### config.mk
export PLATFORM = sky130hd
export DESIGN_NAME = ansi_escape_stripper_top
export DESIGN_NICKNAME = d
export VERILOG_FILES = /design/src/rtl/core/aes_pkg.sv /design/src/rtl/core/aes_parser.sv /design/src/rtl/core/ansi_escape_stripper_top.sv
export SDC_FILE = /design/constraint.sdc
export NUM_CORES = 1
export LEC_CHECK = 0
export CAP_MARGIN = 15
export CORE_MARGIN = 4
export CORE_UTILIZATION = 55
export DETAILED_ROUTE_END_ITERATION = 12
export DONT_BUFFER_PORTS = 1
export HOLD_SLACK_MARGIN = 0.1
export PLACE_DENSITY = 0.73
export SKIP_CTS_REPAIR_TIMING = 1
export SLEW_MARGIN = 5
export SYNTH_ARGS = -nofsm -noshare
export SYNTH_HDL_FRONTEND = slang
export SYNTH_HIERARCHICAL = 1
export SYNTH_SLANG_ARGS = --single-unit
### constraint.sdc
create_clock -name clk -period 2.1 [get_ports clk]
set_clock_uncertainty 0.05 [all_clocks]
set_input_delay 0.105 -clock clk [delete_from_list [all_inputs] [get_ports clk]]
set_output_delay 0.105 -clock clk [all_outputs]
set_load 0.01 [all_outputs]
### src/rtl/core/aes_pkg.sv
// Shared types and character constants for the ANSI escape stripper.
package aes_pkg;

    typedef enum logic [2:0] {
        MODE_NORMAL  = 3'd0,
        MODE_ESC     = 3'd1,
        MODE_CSI     = 3'd2,
        MODE_OSC     = 3'd3,
        MODE_OSC_ESC = 3'd4
    } mode_t;

    typedef struct packed {
        logic       emit;
        logic [7:0] data;
    } result_t;

    localparam logic [7:0] CH_ESC       = 8'h1B;
    localparam logic [7:0] CH_BEL       = 8'h07;
    localparam logic [7:0] CH_CR        = 8'h0D;
    localparam logic [7:0] CH_LF        = 8'h0A;
    localparam logic [7:0] CH_TAB       = 8'h09;
    localparam logic [7:0] CH_SPACE     = 8'h20;
    localparam logic [7:0] CH_FINAL_LO  = 8'h40;
    localparam logic [7:0] CH_FINAL_HI  = 8'h7E;
    localparam logic [7:0] CH_LBRACKET  = 8'h5B;
    localparam logic [7:0] CH_RBRACKET  = 8'h5D;
    localparam logic [7:0] CH_BACKSLASH = 8'h5C;

endpackage

### src/rtl/core/aes_parser.sv
// Escape sequence parser: mode and line break state with the per-byte decision.
module aes_parser (
    input  logic                clk,
    input  logic                rst_n,
    input  logic                advance,
    input  logic [7:0]          in_byte,
    input  logic                start_of_text,
    output aes_pkg::result_t    result
);

    aes_pkg::mode_t mode_reg;
    aes_pkg::mode_t mode_next;
    logic           cr_reg;
    logic           cr_next;
    logic           nl_reg;
    logic           nl_next;

    always_ff @(posedge clk or negedge rst_n)
    begin
        if (!rst_n)
        begin
            mode_reg <= aes_pkg::MODE_NORMAL;
            cr_reg   <= 1'b0;
            nl_reg   <= 1'b0;
        end
        else if (advance)
        begin
            mode_reg <= mode_next;
            cr_reg   <= cr_next;
            nl_reg   <= nl_next;
        end
    end

    always_comb
    begin
        aes_pkg::mode_t mode_cur;
        logic           cr_cur;
        logic           nl_cur;

        mode_cur = start_of_text ? aes_pkg::MODE_NORMAL : mode_reg;
        cr_cur   = start_of_text ? 1'b0 : cr_reg;
        nl_cur   = start_of_text ? 1'b0 : nl_reg;

        mode_next   = mode_cur;
        cr_next     = cr_cur;
        result.emit = 1'b0;
        result.data = in_byte;

        case (mode_cur)
            aes_pkg::MODE_ESC:
            begin
                if (in_byte == aes_pkg::CH_LBRACKET)
                    mode_next = aes_pkg::MODE_CSI;
                else if (in_byte == aes_pkg::CH_RBRACKET)
                    mode_next = aes_pkg::MODE_OSC;
                else
                    mode_next = aes_pkg::MODE_NORMAL;
            end
            aes_pkg::MODE_CSI:
            begin
                if (in_byte inside {[aes_pkg::CH_FINAL_LO:aes_pkg::CH_FINAL_HI]})
                    mode_next = aes_pkg::MODE_NORMAL;
            end
            aes_pkg::MODE_OSC:
            begin
                if (in_byte == aes_pkg::CH_BEL)
                    mode_next = aes_pkg::MODE_NORMAL;
                else if (in_byte == aes_pkg::CH_ESC)
                    mode_next = aes_pkg::MODE_OSC_ESC;
            end
            aes_pkg::MODE_OSC_ESC:
            begin
                mode_next = (in_byte == aes_pkg::CH_BACKSLASH) ?
                            aes_pkg::MODE_NORMAL : aes_pkg::MODE_OSC;
            end
            default:
            begin
                mode_next = aes_pkg::MODE_NORMAL;
                if (in_byte == aes_pkg::CH_ESC)
                begin
                    mode_next = aes_pkg::MODE_ESC;
                end
                else if (in_byte == aes_pkg::CH_CR)
                begin
                    result.emit = !nl_cur;
                    result.data = aes_pkg::CH_LF;
                    cr_next     = 1'b1;
                end
                else if (in_byte == aes_pkg::CH_LF)
                begin
                    result.emit = !cr_cur;
                    cr_next     = 1'b0;
                end
                else if (in_byte == aes_pkg::CH_TAB || in_byte >= aes_pkg::CH_SPACE)
                begin
                    result.emit = 1'b1;
                    cr_next     = 1'b0;
                end
            end
        endcase

        nl_next = result.emit ? (result.data == aes_pkg::CH_LF) : nl_cur;
    end

endmodule

### src/rtl/core/ansi_escape_stripper_top.sv
// Top level of the ANSI escape stripper: input register, parser and result register.
//
//  Channel  Direction  Handshake            Payload
//  in       sink       in_valid / in_ready  in_byte[7:0], start_of_text
//  out      source     out_valid/out_ready  out_byte[7:0]
//
// One request is taken per cycle unless the input side is stalled; an emitted byte passes
// through the input register and then the result register to out_byte. The input register
// feeds the parser, whose state is updated in the same cycle the result register is loaded.
// Reset returns the parser to normal text with no line break history.
// A stalled result holds the input register; the input side stalls only when both are full
// and the result is not taken in that cycle.
module ansi_escape_stripper_top (
    input  logic       clk,
    input  logic       rst_n,
    input  logic       in_valid,
    output logic       in_ready,
    input  logic [7:0] in_byte,
    input  logic       start_of_text,
    output logic       out_valid,
    input  logic       out_ready,
    output logic [7:0] out_byte
);

    logic              stage_valid_reg;
    logic [7:0]        stage_byte_reg;
    logic              stage_start_reg;
    logic              out_valid_reg;
    logic [7:0]        out_byte_reg;
    logic              advance;
    aes_pkg::result_t  result;

    assign advance  = stage_valid_reg && (!out_valid_reg || out_ready);
    assign in_ready = !stage_valid_reg || advance;

    always_ff @(posedge clk or negedge rst_n)
    begin
        if (!rst_n)
        begin
            stage_valid_reg <= 1'b0;
        end
        else if (in_ready)
        begin
            stage_valid_reg <= in_valid;
        end
    end

    always_ff @(posedge clk)
    begin
        if (in_ready && in_valid)
        begin
            stage_byte_reg  <= in_byte;
            stage_start_reg <= start_of_text;
        end
    end

    aes_parser u_parser (
        .clk           (clk),
        .rst_n         (rst_n),
        .advance       (advance),
        .in_byte       (stage_byte_reg),
        .start_of_text (stage_start_reg),
        .result        (result)
    );

    always_ff @(posedge clk or negedge rst_n)
    begin
        if (!rst_n)
        begin
            out_valid_reg <= 1'b0;
        end
        else if (!out_valid_reg || out_ready)
        begin
            out_valid_reg <= advance && result.emit;
        end
    end

    always_ff @(posedge clk)
    begin
        if (advance && result.emit)
        begin
            out_byte_reg <= result.data;
        end
    end

    assign out_valid = out_valid_reg;
    assign out_byte  = out_byte_reg;

endmodule

==> metrics, run 1 <==
share of final-layout standard cells stronger than drive strength 1=21.7%; I/O Pins=23; pin count of the biggest net entering global routing=15; Cell Rows=16; static leakage power=0.542 nW; TritonCTS Sinks=24; number of synthesis warnings=6; tightest hold margin=0.224 ns; per-instance average area after synthesis=11.8 µm²; combined area of all synthesized cells=1190 µm²; Seq cells post-synth=24; DIE WIDTH=54.6 µm; maximum resistive drop on vdd=0.000604 V; post-DR wirelength/cell=18.1 µm; cell taking the most area after synthesis=edfxtp_1; endpoint class of the critical path=flop; synthesized instance count=between 100 and 150; total setup violations reported at the end of the flow=0; die outline area=2980 µm²; GRT Total Usage=between 15 and 20%; count of port buffers added during placement=0; Worst Setup Start Kind=flop; Vias per Instance=about 6.2; CTS root buffer=clkbuf_4; CP Cell Sequence=o21ai_1 > or3b_4 > and4b_4 > buf_4 > or2_2; Antenna Violating Nets Remaining=0; Post-DP HPWL=roughly 1700 µm; total wirelength of the detailed-routed design=approximately 2700 µm; total power=0.00109 W; number of distinct standard cells referenced by the synthesized netlist=42; final-report max-slew violation count=0; number of search-and-repair iterations in the first detailed-routing pass=4; Cells after DPL=between 100 and 150; CTS Buf Count=3; global-route wire length before repair=3590 µm; deepest clock path buffer count=2; start-to-end type of the worst setup path=reg -> reg; effective utilization at floorplan=59.1%; Clk Latency, worst-skew pair=0.32 ns; required time reported for the critical path endpoint=2.14 ns; maximum fanout count along the critical path=7; Worst EP arrival=2.06 ns; number of antenna violations at the first check in global routing=0; final hold vios=0; highest clock frequency the design can meet=0.496 GHz; leading cell type by number of instances after synthesis=edfxtp_1; fin crit period=2.02 ns; layout overhead on the synthesized area=22.5%; final cycle utilization of the critical path=96.1%; pre-CTS setup slack=between 0.03 and 0.04 ns; Worst Hold Class=in -> reg; sequential cell area in the final layout=687 µm²; Tightest Pin Transition=0.388 ns; most instantiated flip-flop cell in the synthesis netlist=edfxtp_1; clock transition at the register clock pins on the worst setup and hold paths after CTS=~0.13 ns; height of the die=54.6 µm; number of max-capacitance violations reported=0; setup slack of the critical path after layout=0.0823 ns; worst-path cell with the longest stage delay=dfrtp_1; drc violations=0; outcome=finished, final reports clean; H-tree depth=1; leading post-synthesis cells by instance count=17 x edfxtp_1, 7 x dfrtp_1, 7 x nand2_1; number of vias in the routed layout=about 910; via count of the first global-routing pass=between 800 and 900; number of DRC violations after detailed-routing iteration 0=45; top-area cell type share of the netlist area=42.7%; overall overflow remaining after global route=0; synthesized net count=114; sequential element share of the synthesized area=57.4%; share of flip-flops with an asynchronous set or reset after synthesis=29.2%; Relative slew margins=74.0%; EDFF count, synth=17; clock tree from TritonCTS=yes; ANT cells=0; # fillers=roughly 130; routability-driven placement congestion ratio=0.907; Final Instance Count excl. Fillers=147; placeable core region=~2000 µm²; Cell Pwr Density=approximately 750 nW/µm²; multi-input logic area=468 µm²; Final nets=134; stage delay of the slowest cell on the critical path=roughly 0.48 ns; top area cells in the synthesized netlist=edfxtp_1 43%, dfrtp_1 15%, nor2b_1 2.6%
power breakdown:
| part | leakage, nW | internal [W] | switching [W] |
|---|---|---|---|
| Sequential | 0.252 | 0.000557 | 0.0000453 |
| Combinational | 0.262 | 0.0000754 | 0.0000834 |
| Clock | 0.0279 | 0.000193 | 0.000139 |
cells by family after synthesis:
logic type / Yosys count / synth area share, %
xor gates and xnor gates: 1 / 0.733
DFF: 24 / 57.4
buffers and inverters: 12 / 5.13
AOI/OAI and AO/OA: 20 / 12.0
and+or+nand+nor: 44 / 24.7
layout by cell type (no fill, tap or decap), drive strengths merged, types with 3 or more instances in the layout:
master and instances:
edfxtp 17, dlygate4sd3 14, buf 9, nand2 7, dfrtp 7, o21ai 7
nor2b 5, inv 4, nor2 4, nor3 4, nand2b 3, clkbuf 3
a21oi 3, and3 3
layout make-up:
class                   count  share of cell area [%]
repair buffers             23                    14.2
clock inverters             1                    2.05
multi-input cells          65                    32.0
well taps                  27                    2.31
clock buffers               3                    1.54
flip-flops and latches     24                    46.9
inverters                   4                    1.03
per-stage QoR:
step | TNS (ns) | util (%) | area, µm²
final | 0 | 72.4 | 1460
after global routing | -0.0385 | 72.4 | 1460
after CTS | 0 | 64.8 | 1310
after detailed placement | 0 | 62.2 | 1260
after global placement | 0 | 62.2 | 1260
after floorplan | 0 | - | 1200
worst paths after layout:
path / start / to / slack [ns] / cells past startpoint
setup reg to reg: u_parser/mode_reg[0]$_DFFE_PN0P_ / out_byte[1]$_DFFE_PP_ / 0.08 / 5
min in group asynchronous: rst_n / out_valid$_DFFE_PN0P_ / 0.59 / 2
hold reg to reg: u_parser/cr_reg$_DFFE_PN0P_ / u_parser/cr_reg$_DFFE_PN0P_ / 0.47 / 1
setup / recovery: u_parser/mode_reg[0]$_DFFE_PN0P_ / out_byte[1]$_DFFE_PP_ / 0.08 / 5
max in group asynchronous: rst_n / u_parser/mode_reg[1]$_DFFE_PN0P_ / 1.15 / 2
hold / removal: out_ready / stage_byte_reg[1]$_DFFE_PP_ / 0.22 / 2
routing by layer:
layer  global-route usage [%]  wire length, µm  vias up  share of wire, %
met4                     12.0               80        0               3.0
met3                     3.00              160       16               6.0
met2                     29.5             1410       47                53
li1                         -                -      414                 -
met5                        0                0        -                 0
met1                     20.4             1010      434                38
worst max-delay path: cells and delay by family (launching register included):
kind	cells	cell delay (ns)
AOI/OAI and AO/OA	1	0.19
buffers and inverters	1	0.15
DFF	1	0.48
and+or+nand+nor	3	0.92
Note: power is estimated with default switching activity, not from simulation.
==> run 2, diff against run 1 <==
- CTS_BUF_LIST: unset -> sky130_fd_sc_hd__clkbuf_16
==> run 2 against run 1 <==
Sequential cell count is the same. Core utilization grew 2.3 points. Die area is the same. Power grew 18%. Clock-buffer cell count is the same. Critical path depth is the same.
==> metrics, run 2 (same netlist as run 1, synthesis figures left out) <==
post-DR wirelength/cell=17.5 µm; worst flop-to-flop path endpoint=out_byte[1]$_DFFE_PP_; ANT cells=0; DIE WIDTH=~55 µm; Worst Hold Class=in -> reg; Worst Hold Launch=in_valid; worst hold stages=1; CTS root buffer=clkbuf_16; unrepaired setup endpoints after global routing=false; endpoint class of the critical path=flop; setup total negative slack=0 ns; pin count of the biggest net entering global routing=15; highest-count cells in the layout ignoring fill and taps=17 x edfxtp_1, 13 x dlygate4sd3_1, 9 x buf_4, 6 x nand2_1, 6 x dfrtp_1; cell depth of the worst flop-to-flop path=5; Worst EP arrival=1.97 ns; global-route wire length before repair=3730 µm; Antenna Violating Nets Remaining=0; I/O Pins=23; height of the die=54.6 µm; overall overflow remaining after global route=0; final hold vios=0; Clk Latency, worst-skew pair=about 0.26 ns; number of vias in the routed layout=892; commonest non-fill, non-tap cell in the layout=edfxtp_1; number of antenna violations at the first check in global routing=0; clock tree from TritonCTS=yes; Worst Setup Start Kind=flop; reg-to-reg slack, setup=0.08 ns; final-report max-slew violation count=0; wire length on met3=163 µm; CTS Buf Count=3; total setup violations reported at the end of the flow=0; total power=around 0.0013 W; Post-DP HPWL=1670 µm; number of DRC violations after detailed-routing iteration 0=48; number of search-and-repair iterations in the first detailed-routing pass=4; TritonCTS Sinks=24; placeable core region=2020 µm²; count of port buffers added during placement=0; final cycle utilization of the critical path=96.0%; Top Metal Used=met4; deepest clock path buffer count=2; start-to-end type of the worst setup path=reg -> reg; WHS Endpoint=stage_byte_reg[5]$_DFFE_PP_; static leakage power=0.561 nW; H-tree depth=1; drc violations=0; highest clock frequency the design can meet=0.496 GHz; number of max-capacitance violations reported=0; Final nets=~130; maximum resistive drop on vdd=between 0.0007 and 0.0008 V; sum of routed wire segments on met1=1010 µm; Cell Rows=16; layout overhead on the synthesized area=26.4%; worst reg2reg startpoint=u_parser/mode_reg[0]$_DFFE_PN0P_; effective utilization at floorplan=59.1%; fin crit period=2.02 ns; # fillers=117; required time reported for the critical path endpoint=between 2 and 2.5 ns; die outline area=roughly 3000 µm²; Cell Pwr Density=855 nW/µm²; share of final-layout standard cells stronger than drive strength 1=22.7%; maximum fanout count along the critical path=7; via count of the first global-routing pass=856; outcome=finished, final reports clean; routability-driven placement congestion ratio=0.907; Relative slew margins=71.7%; Tightest Pin Transition=0.424 ns; amount of wire on met2 after detailed routing=1310 µm; clock transition at the register clock pins on the worst setup and hold paths after CTS=0.06 ns; GRT Total Usage=18.1%; Vias per Instance=~6.1; total wirelength of the detailed-routed design=2550 µm
[run 2: changes by cell type in the layout (fill, tap and decap cells not counted)]
cell | previous run | this run
clkbuf_16 | 0 | 3
clkbuf_4 | 3 | 0
dlygate4sd3_1 | 14 | 13
o21ai_0 | 5 | 4
o21ai_2 | 1 | 2
[run 2: critical path, cell delays in order, from the launching register on]
cell and delay [ns]:
dfrtp_1 0.46, o21ai_2 0.19, or3b_4 0.44, and4b_4 0.21, buf_4 0.15, or2_2 0.26
[run 2: layer usage]
layer	up-vias	global-route usage, %
met2	48	29.5
met5	-	0
met4	0	10.4
li1	412	-
met3	8	4.90
met1	424	21.3
[run 2: final cells by class]
type                    instances  area [µm²]  share of cell area [%]
flip-flops and latches         24         687                    45.5
multi-input cells              65         472                    31.2
repair buffers                 22         198                    13.1
clock buffers                   3        75.1                    4.97
well taps                      27        33.8                    2.24
clock inverters                 1        30.0                    1.99
inverters                       4        15.0                   0.994
[run 2: how the worst max path moves through the flow]
stage | endpoint | cells past startpoint | startpoint | slack (ns)
6_report | out_byte[1]$_DFFE_PP_ | 5 | u_parser/mode_reg[0]$_DFFE_PN0P_ | 0.08
2_1_floorplan | out_byte[0]$_DFFE_PP_ | 7 | stage_byte_reg[6]$_DFFE_PP_ | 0.03
3_5_place_dp | out_byte[6]$_DFFE_PP_ | 7 | stage_byte_reg[6]$_DFFE_PP_ | 0.04
5_1_grt | out_byte[4]$_DFFE_PP_ | 7 | stage_byte_reg[7]$_DFFE_PP_ | 0.01
4_1_cts | out_byte[4]$_DFFE_PP_ | 7 | stage_byte_reg[6]$_DFFE_PP_ | -0.02
3_3_place_gp | out_byte[7]$_DFFE_PP_ | 7 | stage_byte_reg[6]$_DFFE_PP_ | 0.1
[run 2: power by group]
group | switching, W | leakage [nW] | internal, W | total [W]
clock | 0.000155 | 0.0511 | 0.000379 | 0.000534
sequential | 0.0000450 | 0.252 | 0.000558 | 0.000603
combinational | 0.0000798 | 0.258 | 0.0000743 | 0.000154
[run 2: metrics by stage]
step	hold slack [ns]	area, µm²	setup slack, ns	utilization [%]	std cells
CTS	-0.511	1360	-0.0213	67.4	133
global route	0.131	1510	0.00976	74.7	146
detailed placement	-0.240	1260	0.0354	62.2	129
global placement	-0.240	1260	0.0999	62.2	129
floorplan	-0.241	1200	0.0319	-	101
finish	0.124	1510	0.0836	74.7	146
==> run 3, diff against run 2 <==
--- a/config.mk
+++ b/config.mk
@@ -13,2 +13,3 @@
 export DONT_BUFFER_PORTS = 1
+export GPL_TIMING_DRIVEN = 0
 export HOLD_SLACK_MARGIN = 0.1
==> constraint.sdc (replaced) <==
create_clock -name clk -period 2.1 [get_ports clk]
set_clock_uncertainty 0.05 [all_clocks]
set_input_delay 0 -clock clk [delete_from_list [all_inputs] [get_ports clk]]
set_output_delay 0 -clock clk [all_outputs]
set_load 0.01 [all_outputs]
==> run 3 against run 2 <==
Worst hold slack gained 0.19 ns. Register-to-register slack got worse by 0.04 ns. Critical path depth rose by 1. Via count up 5.3%. Sequential power barely moved. Worst setup slack worse by 0.043 ns. Sequential share of layout area fell by 0.89 points. Final cell count rose by 4.1%. Non-clock buffer count increased by 6. Largest power group unchanged. Cell area grew 2.0%.
==> metrics, run 3 (same netlist as run 1, synthesis figures left out) <==
outcome=finished, final reports clean; Worst Setup Start Kind=flop; share of final-layout standard cells stronger than drive strength 1=20.8%; total power=0.00131 W; Worst EP arrival=approximately 2.0 ns; CTS root buffer=clkbuf_16; layout overhead on the synthesized area=28.9%; fin crit period=2.06 ns; count of port buffers added during placement=0; ANT cells=0; setup slack of the critical path after layout=roughly 0.04 ns; Worst Hold Launch=in_byte[4]; deepest clock path buffer count=2; pre-CTS setup slack=-0.181 ns; Worst Hold Class=in -> reg; placeable core region=2020 µm²; routability-driven placement congestion ratio=slightly above 0.8; Final nets=between 100 and 150; highest-count cells in the layout ignoring fill and taps=17 x edfxtp_1, 14 x dlygate4sd3_1, 6 x nand2_1, 6 x dfrtp_1, 6 x buf_4; final cycle utilization of the critical path=98.1%; GRT Total Usage=17.4%; post-DR wirelength/cell=between 15 and 20 µm; TritonCTS Sinks=24; WHS Endpoint=stage_byte_reg[4]$_DFFE_PP_; number of search-and-repair iterations in the first detailed-routing pass=4; maximum fanout count along the critical path=8; drc violations=0; maximum resistive drop on vdd=0.000627 V; highest clock frequency the design can meet=0.485 GHz; Antenna Violating Nets Remaining=0; static leakage power=0.573 nW; standard cell area after detailed placement=1240 µm²; Cell Pwr Density=between 800 and 900 nW/µm²; number of DRC violations after detailed-routing iteration 0=33; commonest non-fill, non-tap cell in the layout=edfxtp_1; H-tree depth=1; worst flop-to-flop path endpoint=out_byte[3]$_DFFE_PP_; start-to-end type of the worst setup path=reg -> reg; DIE WIDTH=54.6 µm; pin count of the biggest net entering global routing=15; reg-to-reg slack, setup=0.04 ns; final design instance area without fill=1540 µm²; clock transition at the register clock pins on the worst setup and hold paths after CTS=0.06 ns; effective utilization at floorplan=59.1%; number of vias in the routed layout=939; Vias per Instance=6.18; final hold vios=0; endpoint class of the critical path=flop; die outline area=2980 µm²; Post-DP HPWL=1630 µm; height of the die=approximately 55 µm; required time reported for the critical path endpoint=1.99 ns; worst hold stages=1; clock tree from TritonCTS=yes; final cell utilization of the core=between 70% and 80%; cell depth of the worst flop-to-flop path=6; Cell Rows=16; overall overflow remaining after global route=0; number of antenna violations at the first check in global routing=0; Relative slew margins=73.1%; CTS Buf Count=3; global-route wire length before repair=3530 µm; final-report max-slew violation count=0; Clk Latency, worst-skew pair=0.26 ns; Tightest Pin Transition=between 0.4 and 0.5 ns; I/O Pins=23; via count of the first global-routing pass=775; total setup violations reported at the end of the flow=0; number of max-capacitance violations reported=0; worst reg2reg startpoint=stage_byte_reg[4]$_DFFE_PP_; total wirelength of the detailed-routed design=approximately 2800 µm
## run 3: layout make-up
cell class,count,area [µm²]
clock buffers,3,75.1
multi-input cells,65,468
clock inverters,1,30.0
repair buffers,20,185
fillers,112,482
plain buffers,8,46.3
flip-flops and latches,24,687
well taps,27,33.8
inverters,4,15.0
## run 3: how the worst max path moves through the flow
stage                                     start               endpoint  slack [ns]  depth (start not counted)
global placement    stage_byte_reg[6]$_DFFE_PP_  out_byte[0]$_DFFE_PP_       -0.13                          7
floorplan           stage_byte_reg[6]$_DFFE_PP_  out_byte[0]$_DFFE_PP_        0.03                          7
CTS                 stage_byte_reg[6]$_DFFE_PP_  out_byte[6]$_DFFE_PP_       -0.19                          7
global route        stage_byte_reg[5]$_DFFE_PP_  out_byte[1]$_DFFE_PP_       -0.07                          7
finish              stage_byte_reg[4]$_DFFE_PP_  out_byte[3]$_DFFE_PP_        0.04                          6
detailed placement  stage_byte_reg[6]$_DFFE_PP_  out_byte[5]$_DFFE_PP_       -0.18                          7
## run 3: worst max-delay path, stage by stage, from the launching register on
cell and delay, ns:
edfxtp_1 0.51, nor3b_1 0.41, o311a_1 0.29, o21ai_2 0.07, nand2_1 0.08, nand2_2 0.07
nor2b_4 0.26
## run 3: per-layer routing
metal | vias to the layer above | track usage, % | wire (µm)
li1 | 428 | - | -
met1 | 443 | 19.5 | 979
met2 | 53 | 29.7 | 1480
met3 | 15 | 3.54 | 180
met4 | 0 | 11.2 | 124
met5 | - | 0 | 0
## run 3: metrics by stage
step	TNS (ns)	hold WS, ns	std cells
CTS	-1.52	-0.623	132
floorplan	0	-0.346	101
global route	-0.561	0.310	152
global placement	-1.06	-0.345	128
finish	0	0.310	152
detailed placement	-1.44	-0.345	128
## run 3: power breakdown
part           internal [W]  leakage (nW)  switching, W
clock              0.000379        0.0511      0.000168
combinational     0.0000769         0.269     0.0000881
sequential         0.000558         0.252     0.0000426
total               0.00101         0.573      0.000299
